===== config.mk =====
export PLATFORM = sky130hd
export DESIGN_NAME = rgba16_to_grey_stream_core
export DESIGN_NICKNAME = d
export VERILOG_FILES = /design/src/sv/rgs_pkg.sv /design/src/sv/rgba16_to_grey_stream_core.sv /design/src/sv/rgs_front.sv /design/src/sv/rgs_queue.sv /design/src/sv/rgs_back.sv
export SDC_FILE = /design/constraint.sdc
export NUM_CORES = 1
export LEC_CHECK = 0
export ABC_AREA = 1
export BUFFER_PORTS_ARGS = -buffer_cell sky130_fd_sc_hd__buf_2
export CORE_ASPECT_RATIO = 1.4
export CORE_UTILIZATION = 30
export CTS_CLUSTER_SIZE = 40
export DETAILED_ROUTE_END_ITERATION = 6
export GPL_TIMING_DRIVEN = 1
export PLACE_DENSITY = 0.46
export SYNTH_ARGS = -nofsm -noshare
export SYNTH_HDL_FRONTEND = slang
export SYNTH_SLANG_ARGS = --single-unit
export TNS_END_PERCENT = 20

===== constraint.sdc =====
create_clock -name clk -period 6.6 [get_ports clk]
set_input_delay 0.66 -clock clk [delete_from_list [all_inputs] [get_ports clk]]
set_output_delay 0.66 -clock clk [all_outputs]
set_load 0.03 [all_outputs]

===== src/sv/rgs_pkg.sv =====
package rgs_pkg;

  // Stream layout
  localparam int HeaderBytes = 16;
  localparam int PixelBytes  = 8;

  localparam logic [3:0] HEADER_LAST = 4'(HeaderBytes - 1);
  localparam logic [2:0] PIXEL_LAST  = 3'(PixelBytes - 1);
  localparam logic [7:0] OPAQUE_BYTE = 8'hFF;

  // Width of 2R + 3G + B for 16-bit channels.
  localparam int SumW = 19;

  // x / 3 == (x * GREY_RECIP) >> GREY_SHIFT for every x below 2**18.
  localparam int            GREY_SHIFT = 19;
  localparam logic [17:0]   GREY_RECIP = 18'd174763;

  // Command queue between front and back; depth must be a power of two.
  localparam int QueueDepth = 4;
  localparam int QueueAw    = $clog2(QueueDepth);
  localparam int QueueCw    = QueueAw + 1;

  typedef enum logic [1:0] {
    STAGE_HEADER = 2'd0,
    STAGE_PIXEL  = 2'd1,
    STAGE_DONE   = 2'd2
  } stage_t;

  // One queued command: a header byte to pass through or a pixel weight sum.
  typedef struct packed {
    logic            is_pixel;
    logic [SumW-1:0] value;
  } cmd_t;

endpackage


===== src/sv/rgba16_to_grey_stream_core.sv =====
// Channel   Handshake             Payload
// input     in_valid / in_ready   in_byte
// output    out_valid / out_ready out_byte, last_of_run
//
// One byte is taken and one byte is given per cycle when neither side stalls.
// A header byte passes through the command queue and the back end's output register
// before it leaves; a pixel's eight result bytes follow its eighth input byte the
// same way and leave one at a time, paced by the single output byte port of the back end.
// A four-entry command queue lets the input keep running while output stalls, until it is full.
// Synchronous reset returns to the header; bytes after the last pixel are
// dropped until reset.
module rgba16_to_grey_stream_core (
  input  logic       clk,
  input  logic       rst,
  input  logic       in_valid,
  output logic       in_ready,
  input  logic [7:0] in_byte,
  output logic       out_valid,
  input  logic       out_ready,
  output logic [7:0] out_byte,
  output logic       last_of_run
);
  import rgs_pkg::*;

  logic q_full;
  logic push;
  cmd_t push_cmd;
  logic pop;
  logic head_valid;
  cmd_t head_cmd;

  rgs_front u_front (
    .clk      (clk),
    .rst      (rst),
    .in_valid (in_valid),
    .in_ready (in_ready),
    .in_byte  (in_byte),
    .q_full   (q_full),
    .push     (push),
    .push_cmd (push_cmd)
  );

  rgs_queue u_queue (
    .clk        (clk),
    .rst        (rst),
    .push       (push),
    .push_cmd   (push_cmd),
    .full       (q_full),
    .pop        (pop),
    .head_valid (head_valid),
    .head_cmd   (head_cmd)
  );

  rgs_back u_back (
    .clk         (clk),
    .rst         (rst),
    .head_valid  (head_valid),
    .head_cmd    (head_cmd),
    .pop         (pop),
    .out_valid   (out_valid),
    .out_ready   (out_ready),
    .out_byte    (out_byte),
    .last_of_run (last_of_run)
  );

endmodule


===== src/sv/rgs_front.sv =====
module rgs_front (
  input  logic          clk,
  input  logic          rst,
  input  logic          in_valid,
  output logic          in_ready,
  input  logic [7:0]    in_byte,
  input  logic          q_full,
  output logic          push,
  output rgs_pkg::cmd_t push_cmd
);
  import rgs_pkg::*;

  stage_t      stage;
  stage_t      stage_next;
  logic [3:0]  header_index;
  logic [31:0] image_width;
  logic [31:0] image_height;
  logic [31:0] column_index;
  logic [31:0] row_index;
  logic [2:0]  pixel_byte_index;
  logic [47:0] colour_bytes;

  logic        need_push;
  logic        take;
  logic [31:0] height_shifted;
  logic [31:0] column_inc;
  logic [31:0] row_inc;
  logic        row_end;
  logic        image_end;
  logic [SumW-1:0] weight_sum;

  assign take           = in_valid && in_ready;
  assign height_shifted = {image_height[23:0], in_byte};
  assign column_inc     = column_index + 32'd1;
  assign row_inc        = row_index + 32'd1;
  assign row_end        = (column_inc == image_width);
  assign image_end      = row_end && (row_inc == image_height);

  // 2R + 3G + B on the gathered channels.
  assign weight_sum = {2'b00, colour_bytes[47:32], 1'b0}
                    + {3'b000, colour_bytes[31:16]}
                    + {2'b00, colour_bytes[31:16], 1'b0}
                    + {3'b000, colour_bytes[15:0]};

  always_comb begin
    stage_next = stage;
    unique case (stage)
      STAGE_HEADER: begin
        if (take && header_index == HEADER_LAST) begin
          // The height is complete only with this byte, so check the shifted value.
          if (image_width == 32'd0 || height_shifted == 32'd0) begin
            stage_next = STAGE_DONE;
          end else begin
            stage_next = STAGE_PIXEL;
          end
        end
      end
      STAGE_PIXEL: begin
        if (take && pixel_byte_index == PIXEL_LAST && image_end) begin
          stage_next = STAGE_DONE;
        end
      end
      default: stage_next = STAGE_DONE;
    endcase
  end

  always_comb begin
    need_push         = 1'b0;
    push_cmd.is_pixel = 1'b0;
    push_cmd.value    = {{(SumW-8){1'b0}}, in_byte};
    unique case (stage)
      STAGE_HEADER: need_push = 1'b1;
      STAGE_PIXEL: begin
        need_push         = (pixel_byte_index == PIXEL_LAST);
        push_cmd.is_pixel = 1'b1;
        push_cmd.value    = weight_sum;
      end
      default: need_push = 1'b0;
    endcase
    in_ready = !(need_push && q_full);
    push     = take && need_push;
  end

  always_ff @(posedge clk) begin
    if (rst) begin
      stage            <= STAGE_HEADER;
      header_index     <= 4'd0;
      image_width      <= 32'd0;
      image_height     <= 32'd0;
      column_index     <= 32'd0;
      row_index        <= 32'd0;
      pixel_byte_index <= 3'd0;
    end else begin
      stage <= stage_next;
      if (take && stage == STAGE_HEADER) begin
        if (header_index[3:2] == 2'b10) begin
          image_width <= {image_width[23:0], in_byte};
        end else if (header_index[3:2] == 2'b11) begin
          image_height <= height_shifted;
        end
        header_index <= header_index + 4'd1;
      end
      if (take && stage == STAGE_PIXEL) begin
        pixel_byte_index <= pixel_byte_index + 3'd1;
        if (pixel_byte_index == PIXEL_LAST) begin
          if (row_end) begin
            column_index <= 32'd0;
            row_index    <= row_inc;
          end else begin
            column_index <= column_inc;
          end
        end
      end
    end
  end

  // Color gathering: bytes 0..5 of a pixel fill R, G and B, most significant first.
  always_ff @(posedge clk) begin
    if (take && stage == STAGE_PIXEL) begin
      case (pixel_byte_index)
        3'd0:    colour_bytes[47:40] <= in_byte;
        3'd1:    colour_bytes[39:32] <= in_byte;
        3'd2:    colour_bytes[31:24] <= in_byte;
        3'd3:    colour_bytes[23:16] <= in_byte;
        3'd4:    colour_bytes[15:8]  <= in_byte;
        3'd5:    colour_bytes[7:0]   <= in_byte;
        default: colour_bytes        <= colour_bytes;
      endcase
    end
  end

  a_pixel_nonempty: assert property (@(posedge clk) disable iff (rst)
    (stage == STAGE_PIXEL) |-> (image_width != 32'd0 && image_height != 32'd0))
    else $error("pixel stage entered with an empty image");

endmodule


===== src/sv/rgs_queue.sv =====
module rgs_queue (
  input  logic          clk,
  input  logic          rst,
  input  logic          push,
  input  rgs_pkg::cmd_t push_cmd,
  output logic          full,
  input  logic          pop,
  output logic          head_valid,
  output rgs_pkg::cmd_t head_cmd
);
  import rgs_pkg::*;

  cmd_t               entries [QueueDepth];
  logic [QueueAw-1:0] wr_ptr;
  logic [QueueAw-1:0] rd_ptr;
  logic [QueueCw-1:0] count;

  assign full       = (count == QueueCw'(QueueDepth));
  assign head_valid = (count != '0);
  assign head_cmd   = entries[rd_ptr];

  always_ff @(posedge clk) begin
    if (rst) begin
      wr_ptr <= '0;
      rd_ptr <= '0;
      count  <= '0;
    end else begin
      if (push) begin
        wr_ptr <= wr_ptr + 1'b1;
      end
      if (pop) begin
        rd_ptr <= rd_ptr + 1'b1;
      end
      if (push && !pop) begin
        count <= count + 1'b1;
      end else if (pop && !push) begin
        count <= count - 1'b1;
      end
    end
  end

  always_ff @(posedge clk) begin
    if (push) begin
      entries[wr_ptr] <= push_cmd;
    end
  end

  a_no_overflow: assert property (@(posedge clk) disable iff (rst)
    push |-> (!full || pop))
    else $error("command queue written while full");

  a_no_underflow: assert property (@(posedge clk) disable iff (rst)
    pop |-> head_valid)
    else $error("command queue read while empty");

  a_count_up: assert property (@(posedge clk) disable iff (rst)
    (push && !pop) |=> (count == $past(count) + 1'b1))
    else $error("queue count did not follow a lone write");

endmodule


===== src/sv/rgs_back.sv =====
module rgs_back (
  input  logic          clk,
  input  logic          rst,
  input  logic          head_valid,
  input  rgs_pkg::cmd_t head_cmd,
  output logic          pop,
  output logic          out_valid,
  input  logic          out_ready,
  output logic [7:0]    out_byte,
  output logic          last_of_run
);
  import rgs_pkg::*;

  logic        busy;
  logic        is_pixel;
  logic [15:0] data;
  logic [2:0]  byte_index;

  logic [17:0] half_sum;
  logic [35:0] product;
  logic [15:0] grey;
  logic        sent;

  // (2R + 3G + B) / 6 as (sum / 2) / 3, the last by a reciprocal multiply.
  assign half_sum = head_cmd.value[SumW-1:1];
  assign product  = half_sum * GREY_RECIP;
  assign grey     = product[GREY_SHIFT +: 16];

  assign out_valid   = busy;
  assign last_of_run = !is_pixel || (byte_index == PIXEL_LAST);
  assign sent        = out_valid && out_ready;
  assign pop         = head_valid && (!busy || (sent && last_of_run));

  always_comb begin
    if (!is_pixel) begin
      out_byte = data[7:0];
    end else if (byte_index[2:1] == 2'b11) begin
      out_byte = OPAQUE_BYTE;
    end else if (byte_index[0]) begin
      out_byte = data[7:0];
    end else begin
      out_byte = data[15:8];
    end
  end

  always_ff @(posedge clk) begin
    if (rst) begin
      busy       <= 1'b0;
      byte_index <= 3'd0;
    end else if (pop) begin
      busy       <= 1'b1;
      byte_index <= 3'd0;
    end else if (sent) begin
      if (last_of_run) begin
        busy <= 1'b0;
      end else begin
        byte_index <= byte_index + 3'd1;
      end
    end
  end

  always_ff @(posedge clk) begin
    if (pop) begin
      is_pixel <= head_cmd.is_pixel;
      data     <= head_cmd.is_pixel ? grey : {8'h00, head_cmd.value[7:0]};
    end
  end

  a_load_starts: assert property (@(posedge clk) disable iff (rst)
    pop |=> (busy && byte_index == 3'd0))
    else $error("loaded command does not start at its first byte");

endmodule


---- Word-level counts from Yosys, hierarchy flattened ----
Memory sizes are Yosys's and may differ from the RTL's. A register that Yosys moved wholly into a read port is not among the register bits.
Index checks and enable logic that the tools add are counted.
cells by class
  $mul .................................... 1
  bitwise operators ....................... 2
  multiplexer cells ....................... 20
  eq/ne operators ......................... 17
  reductions and logical operators ........ 44
  $add $sub $neg .......................... 12
operator list
  operator                                                                count
  32-bit by 1-bit adder with 32-bit output (second input constant)        2
  32-bit == test                                                          2
  32-bit zero test                                                        2
  18-bit by 18-bit multiplier with 35-bit output (second input constant)  1
  32-bit two-way mux                                                      1
  8-bit two-way mux                                                       4
  2-bit AND reduction                                                     11
  20-bit two-way mux                                                      1
  19-bit by 16-bit adder with 19-bit output                               1
  19-bit by 17-bit adder with 19-bit output                               1
  17-bit by 16-bit adder with 18-bit output                               1
  3-bit == test (second input constant)                                   5
  1-bit logical AND                                                       14
  2-bit two-way mux                                                       5
  3-bit by 1-bit adder with 3-bit output (second input constant)          3
  2-bit == test (second input constant)                                   3
  3-bit by 2-bit == test with 1-bit output (second input constant)        2
  3-bit two-way mux                                                       2
  3-bit AND reduction                                                     2
  2-bit nonzero test                                                      3
  1-bit zero test                                                         5
  1-bit two-way mux                                                       5
  2-bit by 1-bit adder with 2-bit output (second input constant)          2
  4-bit by 1-bit adder with 4-bit output (second input constant)          1
  other kinds (13)                                                        17
word-level totals
  flip-flop bits (word level) ............. 213
  memories ................................ 1
  output and inout bits ................... 11
  RAM bits ................................ 80
  word-level logic and storage cells ...... 118
memory list
  memory           words  width  read ports  clocked after Yosys merged registers in  wr ports  line             RTL
  u_queue.entries  4      20     1           1                                        1         rgs_queue.sv:13  cmd_t entries [QueueDepth];

---- Longest topological paths before layout ----
Gate-level depths: netlist of run 1.
  word-level depth ........................ 10
  gate-level depth with buffers ........... 28
  gate-level depth less buffers ........... 26

---- Cells and area by module ----
From an unflattened synthesis of run 1, not the netlist that was laid out.
second synthesis, totals
  cells, all modules ...................... 2937
  area total of the unflattened synthesis .. 22535.4 um^2
modules (own cells, without submodules)
  module     times used  area each (um^2)  seq. area each (um^2)  cells an instance
  rgs_front  1           11703.7           4184.0                 1759
  rgs_back   1           7435.9            590.6                  925
  rgs_queue  1           3395.8            2582.5                 253

---- Worst setup path before layout of run 1 ----
No wires, ideal clock.
  path kind ............................... register to register
  start point ............................. register with a tool-made name
  end point ............................... register u_back.data[7] (data pin)
  period minus slack after synthesis ...... 6.215 ns
  arrival ................................. 5.961 ns
  setup slack ............................. 0.385 ns
  stages on the path, launching flop included .. 27
  data required time ...................... 6.347 ns
  buffers on the path ..................... 3
  cell sequence ........................... dfxtp_1 -> inv_1 -> clkbuf_1 -> clkbuf_1 -> clkbuf_1 -> o21ai_0 -> o22ai_1 -> ha_1 -> fa_1 -> inv_1 -> fa_1 -> fa_1 -> inv_1 -> fa_1 -> inv_1 -> fa_1 -> inv_1 -> ha_1 -> nand2_1 -> nor2_1 -> inv_1 -> nor3_1 -> nand2_1 -> o211ai_1 -> or2_2 -> nand3_1 -> nand2_1
RTL lines
  what                    line            RTL
  end signal: assignment  rgs_back.sv:65  data <= head_cmd.is_pixel ? grey : {8'h00, head_cmd.value[7:0]};
  end: declaration        rgs_back.sv:16  logic [15:0] data;

==> results of run 1 <==
[layer usage]
| metal | track usage | vias to the layer above |
|---|---|---|
| met3 | 0.01718 | 90 |
| met1 | 0.1956 | 8748 |
| met4 | 0.06138 | 0 |
| met2 | 0.3337 | 292 |
| li1 | - | 9334 |
| met5 | 0 | - |
[sequential cells by signal, indices dropped and copies added, names as in the netlist, named ones only]
register / count
u_queue.rd_ptr: 2
u_queue.count: 3
u_back.data: 16
u_queue.entries: 80
u_front.pixel_byte_index: 3
u_front.row_index: 32
u_front.stage: 2
u_back.is_pixel: 1
u_front.column_index: 32
u_front.header_index: 4
u_front.image_width: 32
u_back.byte_index: 3
u_front.image_height: 32
u_queue.wr_ptr: 2
u_back.out_valid: 1
u_front.colour_bytes: 48
[through the flow]
stage	util	setup slack, ns	instances	hold WS [ns]	cell area (um2)
after global routing	0.3372	0.1129	3912	0.4415	24890
after CTS	0.3370	0.3638	3912	0.3942	24880
after floorplan	-	0.3852	2882	0.4122	22340
after detailed placement	0.3216	0.3891	3848	0.4689	23740
final	0.3372	0.5868	3912	0.4337	24890
after global placement	0.3216	0.3907	3848	0.4594	23740
[synthesized netlist by cell type, drive strengths merged (4+ instances only)]
library cell	instances	area (um2)
o22ai	14	87.58
fa	125	2502
xnor2	17	148.9
nand3b	7	52.55
nor3	17	85.08
xnor3	4	90.09
nor4	7	43.79
inv	525	1971
dfxtp	150	3003
a21oi	241	1206
a32oi	5	43.79
a31oi	5	31.28
o21ai	164	820.8
a21boi	5	37.54
nand2	653	2466
nor2	285	1127
clkbuf	45	168.9
o21bai	4	30.03
buf	14	83.82
nand3	169	845.8
xor2	32	280.3
a21o	4	30.03
edfxtp	145	4354
nand4	22	137.6
ha	205	2565
[logic make-up (layout without fill, tap and decap cells)]
kind of cell,count (synthesis),after routing
XOR/XNOR,53,53
adder cells (fa/ha/maj),330,330
flip-flops,295,295
AO/OA/AOI/OAI,453,453
AND/OR/NAND/NOR,1166,1166
buffers and inverters,585,655
[cell type report]
class	count	area [um2]
Tap cell	960	1201
Multi-Input combinational cell	2002	12790
Inverter	526	1976
Clock inverter	16	158.9
Fill cell	7848	48930
Timing Repair Buffer	65	432.9
Clock buffer	48	975.9
Sequential cell	295	7357
[path summary, 6_finish.rpt]
check	depth (start not counted)	endpoint
worst max register to register	22	u_back.data[5]
worst max-delay path	22	u_back.data[5]
worst min register to register	2	u_front.image_height[30]
worst min-delay path	4	u_back.out_valid
[timing repair]
action / in CTS / in global routing
hold endpoints to repair: 0 / 0
hold buffers: 0 / 0
gates resized for setup: 0 / 2
setup endpoints to repair: 0 / 1
[tightest hold or removal path: stages]
cell,delay [ns]
sky130_fd_sc_hd__buf_2,0.09
sky130_fd_sc_hd__nand2_1,0.05
sky130_fd_sc_hd__nand2_1,0.07
sky130_fd_sc_hd__a21oi_1,0.07
==> implementation parameters, run 1 <==
Parameter                              Value

Timing
  Fmax    166.3 MHz
  Slew of the pin with the lowest slew margin    1.134 ns
  Total negative setup slack    0 ns
  Final worst clock skew    0.02333 ns
  Clock period minus final worst setup slack    6.013 ns
  Unrepaired setup endpoints after global routing    no
  Worst slew margin relative to its limit    0.2384
  Number of pins exceeding their max-slew limit in the final report    0
  Final hold viol count    0
  Number of setup violations in the final report    0
  Post-route clock period utilization    0.9111

Synthesis
  Post-synthesis async set-or-reset flop share    0
  Mux cell area share after synthesis    0
  Seq cells post-synth    295
  Nets in the synthesized netlist    3224
  Dominant combinational cell family by area after synthesis    adder cells
  Area fraction in compound gates after synthesis    0.1063
  Post-Syn Area    0.02234 mm2
  Yosys cell types    41
  Sequential share of the synthesized area    0.3293
  Post-synthesis area per instance    7.752 um2
  Dominant synthesized flop cell    sky130_fd_sc_hd__dfxtp_1
  XOR/XNOR share of the synthesized area    0.02324
  Number of warnings reported in the yosys synthesis log    0
  Number of enable-type register cells in the synthesized netlist    145
  Share of synthesized cell area in full adder, half adder and majority cells    0.2268
  Simple-gate area share of the yosys netlist    0.2147
  Number of cells produced by synthesis    2882

Floorplanning
  Row count    118
  Die boundary width    232.6 um
  Die span in y    324.9 um
  Floorplan core area    0.07382 mm2
  Initial core utilization    0.3026
  Full die area    0.07558 mm2
  I/O pin count    23

Status
  Outcome    finished, final reports clean

Worst setup path
  Critical Path, Cell by Cell    inv_1 > buf_4 > o21ai_0 > o22ai_1 > buf_4 > ha_1 > fa_1 > inv_1 > fa_1 > inv_1 > fa_1 > fa_1 > inv_1 > fa_1 > inv_1 > ha_1 > nand2_1 > o21ai_0 > nand3_1 > nand3_1 > nor2_1 > o31ai_2
  Data arrival time of the worst path    6.35 ns
  Minimum setup slack among reg-to-reg paths    0.59 ns
  Category of the worst setup path capture point    flop
  Maximum fanout along the worst path    10
  Standard cell with the maximum stage delay on the critical path    sky130_fd_sc_hd__fa_1
  Highest cell delay on the worst timing path    0.54 ns
  Type of origin of the critical path    flop
  Worst setup path class    reg2reg
  Worst path required time    6.94 ns
  Total buffers and inverters traversed by the critical path    7
  Cell family with the largest share of critical-path delay    adder cells

GRT
  Vias in the first global route    19210
  Pin count of the biggest net entering global routing    65
  GR Overflow Total    0
  Number of antenna violations at the first check in global routing    0
  Overall routing resource usage    0.1742
  Global-route wire length before repair    103200 um

CTS
  Buffers from clock root to sink, at most    3
  H-tree levels    2
  Clock transition at the register clock pins on the worst setup and hold paths after CTS    0.06 ns
  Clk Tree Root Cell    sky130_fd_sc_hd__clkbuf_16
  TritonCTS clock tree    done
  TritonCTS Buffers    35
  Skew-Pair Late Insertion Delay    0.57 ns
  Setup fix buffers added after clock tree synthesis    0
  Number of clock sinks    295

Route
  Iter 0 DRT Violations    1017
  Via density per instance    4.720
  Via Count    18460
  Highest routed metal layer    met4
  DR WL met3    1728 um
  Post-route ant nets    0
  Detailed-route wire length on metal 1    25840 um
  First-pass DRT Iterations    5
  Met2 wire length    34500 um
  Routed wire per std cell    16.40 um
  Number of DRC violations after detailed routing    0
  Total wirelength of the detailed-routed design    64140 um

Cells and area
  Nets    3267
  ANT cells    0
  Layout overhead on the synthesized area    11.41%
  Layout cell share with drive strength beyond 1    0.05014
  Commonest non-fill, non-tap cell in the layout    sky130_fd_sc_hd__nand2_1
  Leading cell types in the layout, fill and taps excluded    sky130_fd_sc_hd__nand2_1, sky130_fd_sc_hd__inv_1, sky130_fd_sc_hd__nor2_1, sky130_fd_sc_hd__a21oi_1, sky130_fd_sc_hd__ha_1

Place
  Detailed-placement wirelength estimate    50310 um
  Port-buffer cells    22
  Final RePlAce weighted congestion    0.9257

Flow run
  Count of max-cap constraint violations    0

Worst hold path
  Type of the most critical hold path    in2reg
  Start point of the worst min-delay path    out_ready
Power of run 1 is left out: the tool's default activity adds up to more than one toggle a clock period on the data nets, which glitch-free logic cannot reach.
==> inputs of run 2 (changes only) <==
BUFFER_PORTS_ARGS = -buffer_cell sky130_fd_sc_hd__buf_4   (was -buffer_cell sky130_fd_sc_hd__buf_2)
==> implementation parameters, run 2 (same netlist as run 1, synthesis figures left out) <==
Parameter                              Value

CTS
  Clk Tree Root Cell    sky130_fd_sc_hd__clkbuf_16
  Number of buffers inserted by hold repair at cts    0
  Skew-Pair Late Insertion Delay    0.60 ns
  Setup fix buffers added after clock tree synthesis    0
  Clock transition at the register clock pins on the worst setup and hold paths after CTS    0.07 ns
  Number of resized instances in the post-cts repair step    0
  TritonCTS Buffers    31
  H-tree levels    1
  Number of clock sinks    295
  TritonCTS clock tree    done
  Buffers from clock root to sink, at most    3

Worst setup path
  Worst reg2reg path depth    24
  Maximum fanout along the worst path    30
  Worst path required time    6.96 ns
  Category of the worst setup path capture point    flop
  Type of origin of the critical path    flop
  Data arrival time of the worst path    6.51 ns
  Worst setup path class    reg2reg

Floorplanning
  Initial core utilization    0.3026
  Die boundary width    232.6 um
  I/O pin count    23
  Die span in y    324.9 um
  Full die area    0.07558 mm2
  Row count    118
  Floorplan core area    0.07382 mm2

Route
  Routed wire per std cell    16.36 um
  First-pass DRT Iterations    7
  Via density per instance    4.753
  Total wirelength of the detailed-routed design    63830 um
  Iter 0 DRT Violations    1044
  Number of DRC violations after detailed routing    14
  Via Count    18540
  Post-route ant nets    0

GRT
  Overall routing resource usage    0.1714
  Pin count of the biggest net entering global routing    111
  GR Overflow Total    0
  Global-route wire length before repair    102000 um
  Vias in the first global route    19160
  Number of antenna violations at the first check in global routing    0

Cells and area
  Largest register by flop count    u_queue.entries
  Layout overhead on the synthesized area    11.08%
  Number of flip-flops under the largest register name    80
  Largest registers in the final layout    u_queue.entries (80), u_front.colour_bytes (48)
  Sequential cell area in the final layout    0.007357 mm2
  Fillers    7901
  Nets    3258
  Leading cell types in the layout, fill and taps excluded    sky130_fd_sc_hd__nand2_1, sky130_fd_sc_hd__inv_1, sky130_fd_sc_hd__nor2_1, sky130_fd_sc_hd__a21oi_1, sky130_fd_sc_hd__ha_1
  Commonest non-fill, non-tap cell in the layout    sky130_fd_sc_hd__nand2_1
  Layout cell share with drive strength beyond 1    0.04726
  ANT cells    0
  Area taken by multi-input logic gates    0.01278 mm2

Place
  Detailed-placement wirelength estimate    50140 um
  Port-buffer cells    22
  Final RePlAce weighted congestion    0.8933

Timing
  Clock period minus final worst setup slack    6.150 ns
  Post-route clock period utilization    0.9318
  Final hold viol count    0
  Slew of the pin with the lowest slew margin    1.188 ns
  Fmax    162.6 MHz
  Unrepaired setup endpoints after global routing    no
  Final worst clock skew    0.01679 ns
  Worst slew margin relative to its limit    0.2080
  Number of setup violations in the final report    0
  Number of pins exceeding their max-slew limit in the final report    0
  Total negative setup slack    0 ns

Worst hold path
  Type of the most critical hold path    in2reg
  Hold path depth    1

Status
  Outcome    finished, violations left
  Violations in the final reports    design-rule violations

Flow run
  Count of max-cap constraint violations    0
[run 2: per-stage QoR]
step                setup slack (ns)  hold slack [ns]  utilization  instance area, um2  instances
floorplan                     0.3852           0.4122            -               22340       2882
global route                 0.01492           0.3515       0.3362               24820       3901
CTS                           0.4514           0.3367       0.3362               24820       3901
detailed placement            0.4771           0.4681       0.3219               23760       3843
global placement              0.4514           0.4603       0.3219               23760       3843
finish                        0.4504           0.3696       0.3362               24820       3901
[run 2: layer usage]
layer | vias to the layer above | global-route usage | routed length (um)
met5 | - | 0 | 0
met4 | 0 | 0.06351 | 2293
met3 | 102 | 0.01157 | 1623
met2 | 285 | 0.3320 | 34450
met1 | 8837 | 0.1916 | 25470
li1 | 9317 | - | -
[run 2: final cells by class]
cell class / instances / share of cell area
multi-input combinational: 2002 / 0.5148
sequential: 295 / 0.2964
inverter: 526 / 0.07961
tap: 960 / 0.04840
clock buffer: 41 / 0.03413
timing repair buffer: 60 / 0.01815
clock inverter: 17 / 0.008419
[run 2: worst paths after layout]
path / slack [ns] / start / to
min reg2reg: 0.47 / u_front.image_height[25] / u_front.image_height[25]
min: 0.37 / in_byte[1] / u_front.colour_bytes[25]
max reg2reg: 0.45 / flop / u_back.data[15]
max: 0.45 / flop / u_back.data[15]
[run 2: critical path: stages (launching register included)]
cell and delay, ns:
sky130_fd_sc_hd__dfxtp_1 0.35, sky130_fd_sc_hd__buf_4 0.29, sky130_fd_sc_hd__o21ai_0 0.14, sky130_fd_sc_hd__o22ai_1 0.33
sky130_fd_sc_hd__buf_4 0.26, sky130_fd_sc_hd__ha_1 0.30, sky130_fd_sc_hd__fa_1 0.52, sky130_fd_sc_hd__inv_1 0.06
sky130_fd_sc_hd__fa_1 0.42, sky130_fd_sc_hd__fa_1 0.53, sky130_fd_sc_hd__inv_1 0.06, sky130_fd_sc_hd__fa_1 0.57
sky130_fd_sc_hd__inv_1 0.07, sky130_fd_sc_hd__fa_1 0.53, sky130_fd_sc_hd__inv_1 0.04, sky130_fd_sc_hd__ha_1 0.37
sky130_fd_sc_hd__nand2_1 0.14, sky130_fd_sc_hd__nor2_1 0.17, sky130_fd_sc_hd__inv_1 0.08, sky130_fd_sc_hd__nor3_1 0.13
sky130_fd_sc_hd__nand2_1 0.09, sky130_fd_sc_hd__o211ai_1 0.17, sky130_fd_sc_hd__a21oi_1 0.13, sky130_fd_sc_hd__nor2_1 0.10
sky130_fd_sc_hd__nor2_1 0.05
Power of run 2 is left out for the same reason.
==> inputs of run 3 (changes only) <==
GPL_TIMING_DRIVEN = 0   (was 1)
==> implementation parameters, run 3 (same netlist as run 1, synthesis figures left out) <==
Parameter                              Value

Place
  Post-Place Cells    3869
  Final RePlAce weighted congestion    0.9030
  Detailed-placement wirelength estimate    53860 um
  Port-buffer cells    21

Timing
  Number of setup violations in the final report    0
  Slew of the pin with the lowest slew margin    1.185 ns
  Number of pins exceeding their max-slew limit in the final report    0
  Worst slew margin relative to its limit    0.2038
  Unrepaired setup endpoints after global routing    no
  Final worst clock skew    0.03646 ns
  Final hold viol count    0
  Post-route clock period utilization    0.9541
  Clock period minus final worst setup slack    6.297 ns
  Fmax    158.8 MHz

GRT
  GR Overflow Total    0
  Number of antenna violations at the first check in global routing    0
  Overall routing resource usage    0.1814
  Pin count of the biggest net entering global routing    19
  Global-route wire length before repair    106700 um
  Vias in the first global route    19900

Route
  Total wirelength of the detailed-routed design    67170 um
  Number of DRC violations after detailed routing    0
  First-pass DRT Iterations    5
  Via Count    18800
  Iter 0 DRT Violations    877
  Via density per instance    4.760
  Post-route ant nets    0
  Routed wire per std cell    17.01 um

Status
  Outcome    finished, final reports clean

Cells and area
  Number of flip-flops under the largest register name    80
  Leading cell types in the layout, fill and taps excluded    sky130_fd_sc_hd__nand2_1, sky130_fd_sc_hd__inv_1, sky130_fd_sc_hd__nor2_1, sky130_fd_sc_hd__a21oi_1, sky130_fd_sc_hd__ha_1
  Largest register by flop count    u_queue.entries
  Layout cell share with drive strength beyond 1    0.06122
  Largest registers in the final layout    u_queue.entries (80), u_front.colour_bytes (48)
  Nets    3305
  Layout overhead on the synthesized area    13.75%
  Commonest non-fill, non-tap cell in the layout    sky130_fd_sc_hd__nand2_1
  Utilization of the core after routing    0.3443
  ANT cells    0
  Final standard cell count with taps included and fillers excluded    3949

CTS
  Skew-Pair Late Insertion Delay    0.56 ns
  TritonCTS clock tree    done
  Buffers from clock root to sink, at most    3
  H-tree levels    2
  Clock transition at the register clock pins on the worst setup and hold paths after CTS    0.06 ns
  TritonCTS Buffers    34
  Number of buffers inserted by hold repair at cts    0
  Number of clock sinks    295
  Clk Tree Root Cell    sky130_fd_sc_hd__clkbuf_16

Worst setup path
  Maximum fanout along the worst path    10
  Category of the worst setup path capture point    flop
  Most frequent cell on the critical path    sky130_fd_sc_hd__fa_1
  Worst path required time    6.87 ns
  Standard cell with the maximum stage delay on the critical path    sky130_fd_sc_hd__fa_1
  Worst setup path class    reg2reg
  Data arrival time of the worst path    6.57 ns
  Type of origin of the critical path    flop
  Critical Path, Cell by Cell    clkinvlp_4 > buf_4 > clkbuf_2 > nand2_1 > a32oi_4 > ha_1 > ha_1 > fa_1 > fa_1 > fa_1 > inv_1 > fa_1 > inv_1 > ha_1 > nand2_1 > nor2_1 > nand4_1 > o21ai_1 > nand4_1 > nand3_1 > a21oi_1 > o21ai_0 > a21oi_1
  Highest cell delay on the worst timing path    0.65 ns

Floorplanning
  Row count    118
  Die span in y    324.9 um
  Full die area    0.07558 mm2
  I/O pin count    23
  Floorplan core area    0.07382 mm2
  Initial core utilization    0.3026
  Die boundary width    232.6 um

Worst hold path
  Type of the most critical hold path    in2reg

Flow run
  Count of max-cap constraint violations    0
-- run 3: per-stage QoR --
step	area, um2	hold slack [ns]	setup slack, ns	TNS, ns
6_report	25410	0.4063	0.3029	0
5_1_grt	25410	0.3969	0.006613	0
4_1_cts	25320	0.3895	0.01946	0
3_5_place_dp	23790	0.4498	-1.242	-17.32
3_3_place_gp	23700	0.4325	-1.252	-17.67
2_1_floorplan	22340	0.4122	0.3852	0
-- run 3: path summary, 6_finish.rpt --
kind,from,end,slack (ns),depth (start not counted)
min reg2reg,u_queue.rd_ptr[1],u_queue.rd_ptr[1],0.46,1
max reg2reg,flop,u_back.data[13],0.30,23
max,flop,u_back.data[13],0.30,23
min,in_byte[1],u_front.colour_bytes[41],0.41,1
-- run 3: what timing repair did --
| action | in CTS | in global routing |
|---|---|---|
| buffers inserted | 17 | 2 |
| pin swaps | 7 | 6 |
| gates resized for setup | 45 | 38 |
| setup endpoints to repair | 16 | 16 |
-- run 3: critical path: cells and delay by family, from the launching register on --
kind | cells | cell delay, ns
fa+ha+maj | 7 | 3.25
simple gates | 6 | 0.80
compound gates | 5 | 1.05
flops | 1 | 0.35
buf+inv | 5 | 0.59
-- run 3: layer usage --
| layer | routed length [um] | part of all wire | global-route usage | vias up |
|---|---|---|---|---|
| li1 | - | - | - | 9419 |
| met1 | 25780 | 0.38 | 0.1922 | 8947 |
| met2 | 36930 | 0.55 | 0.3579 | 306 |
| met3 | 1536 | 0.023 | 0.01359 | 127 |
| met4 | 2928 | 0.044 | 0.07744 | 0 |
| met5 | 0 | 0 | 0 | - |
-- run 3: final cells by class --
type	count	area, um2
inverter	526	1978
buffer	58	280.3
tap	960	1201
fill	7862	48410
clock buffer	40	904.6
multi-input combinational	2002	13050
timing repair buffer	46	367.9
clock inverter	22	274.0
sequential	295	7360
Power of run 3 is left out for the same reason.
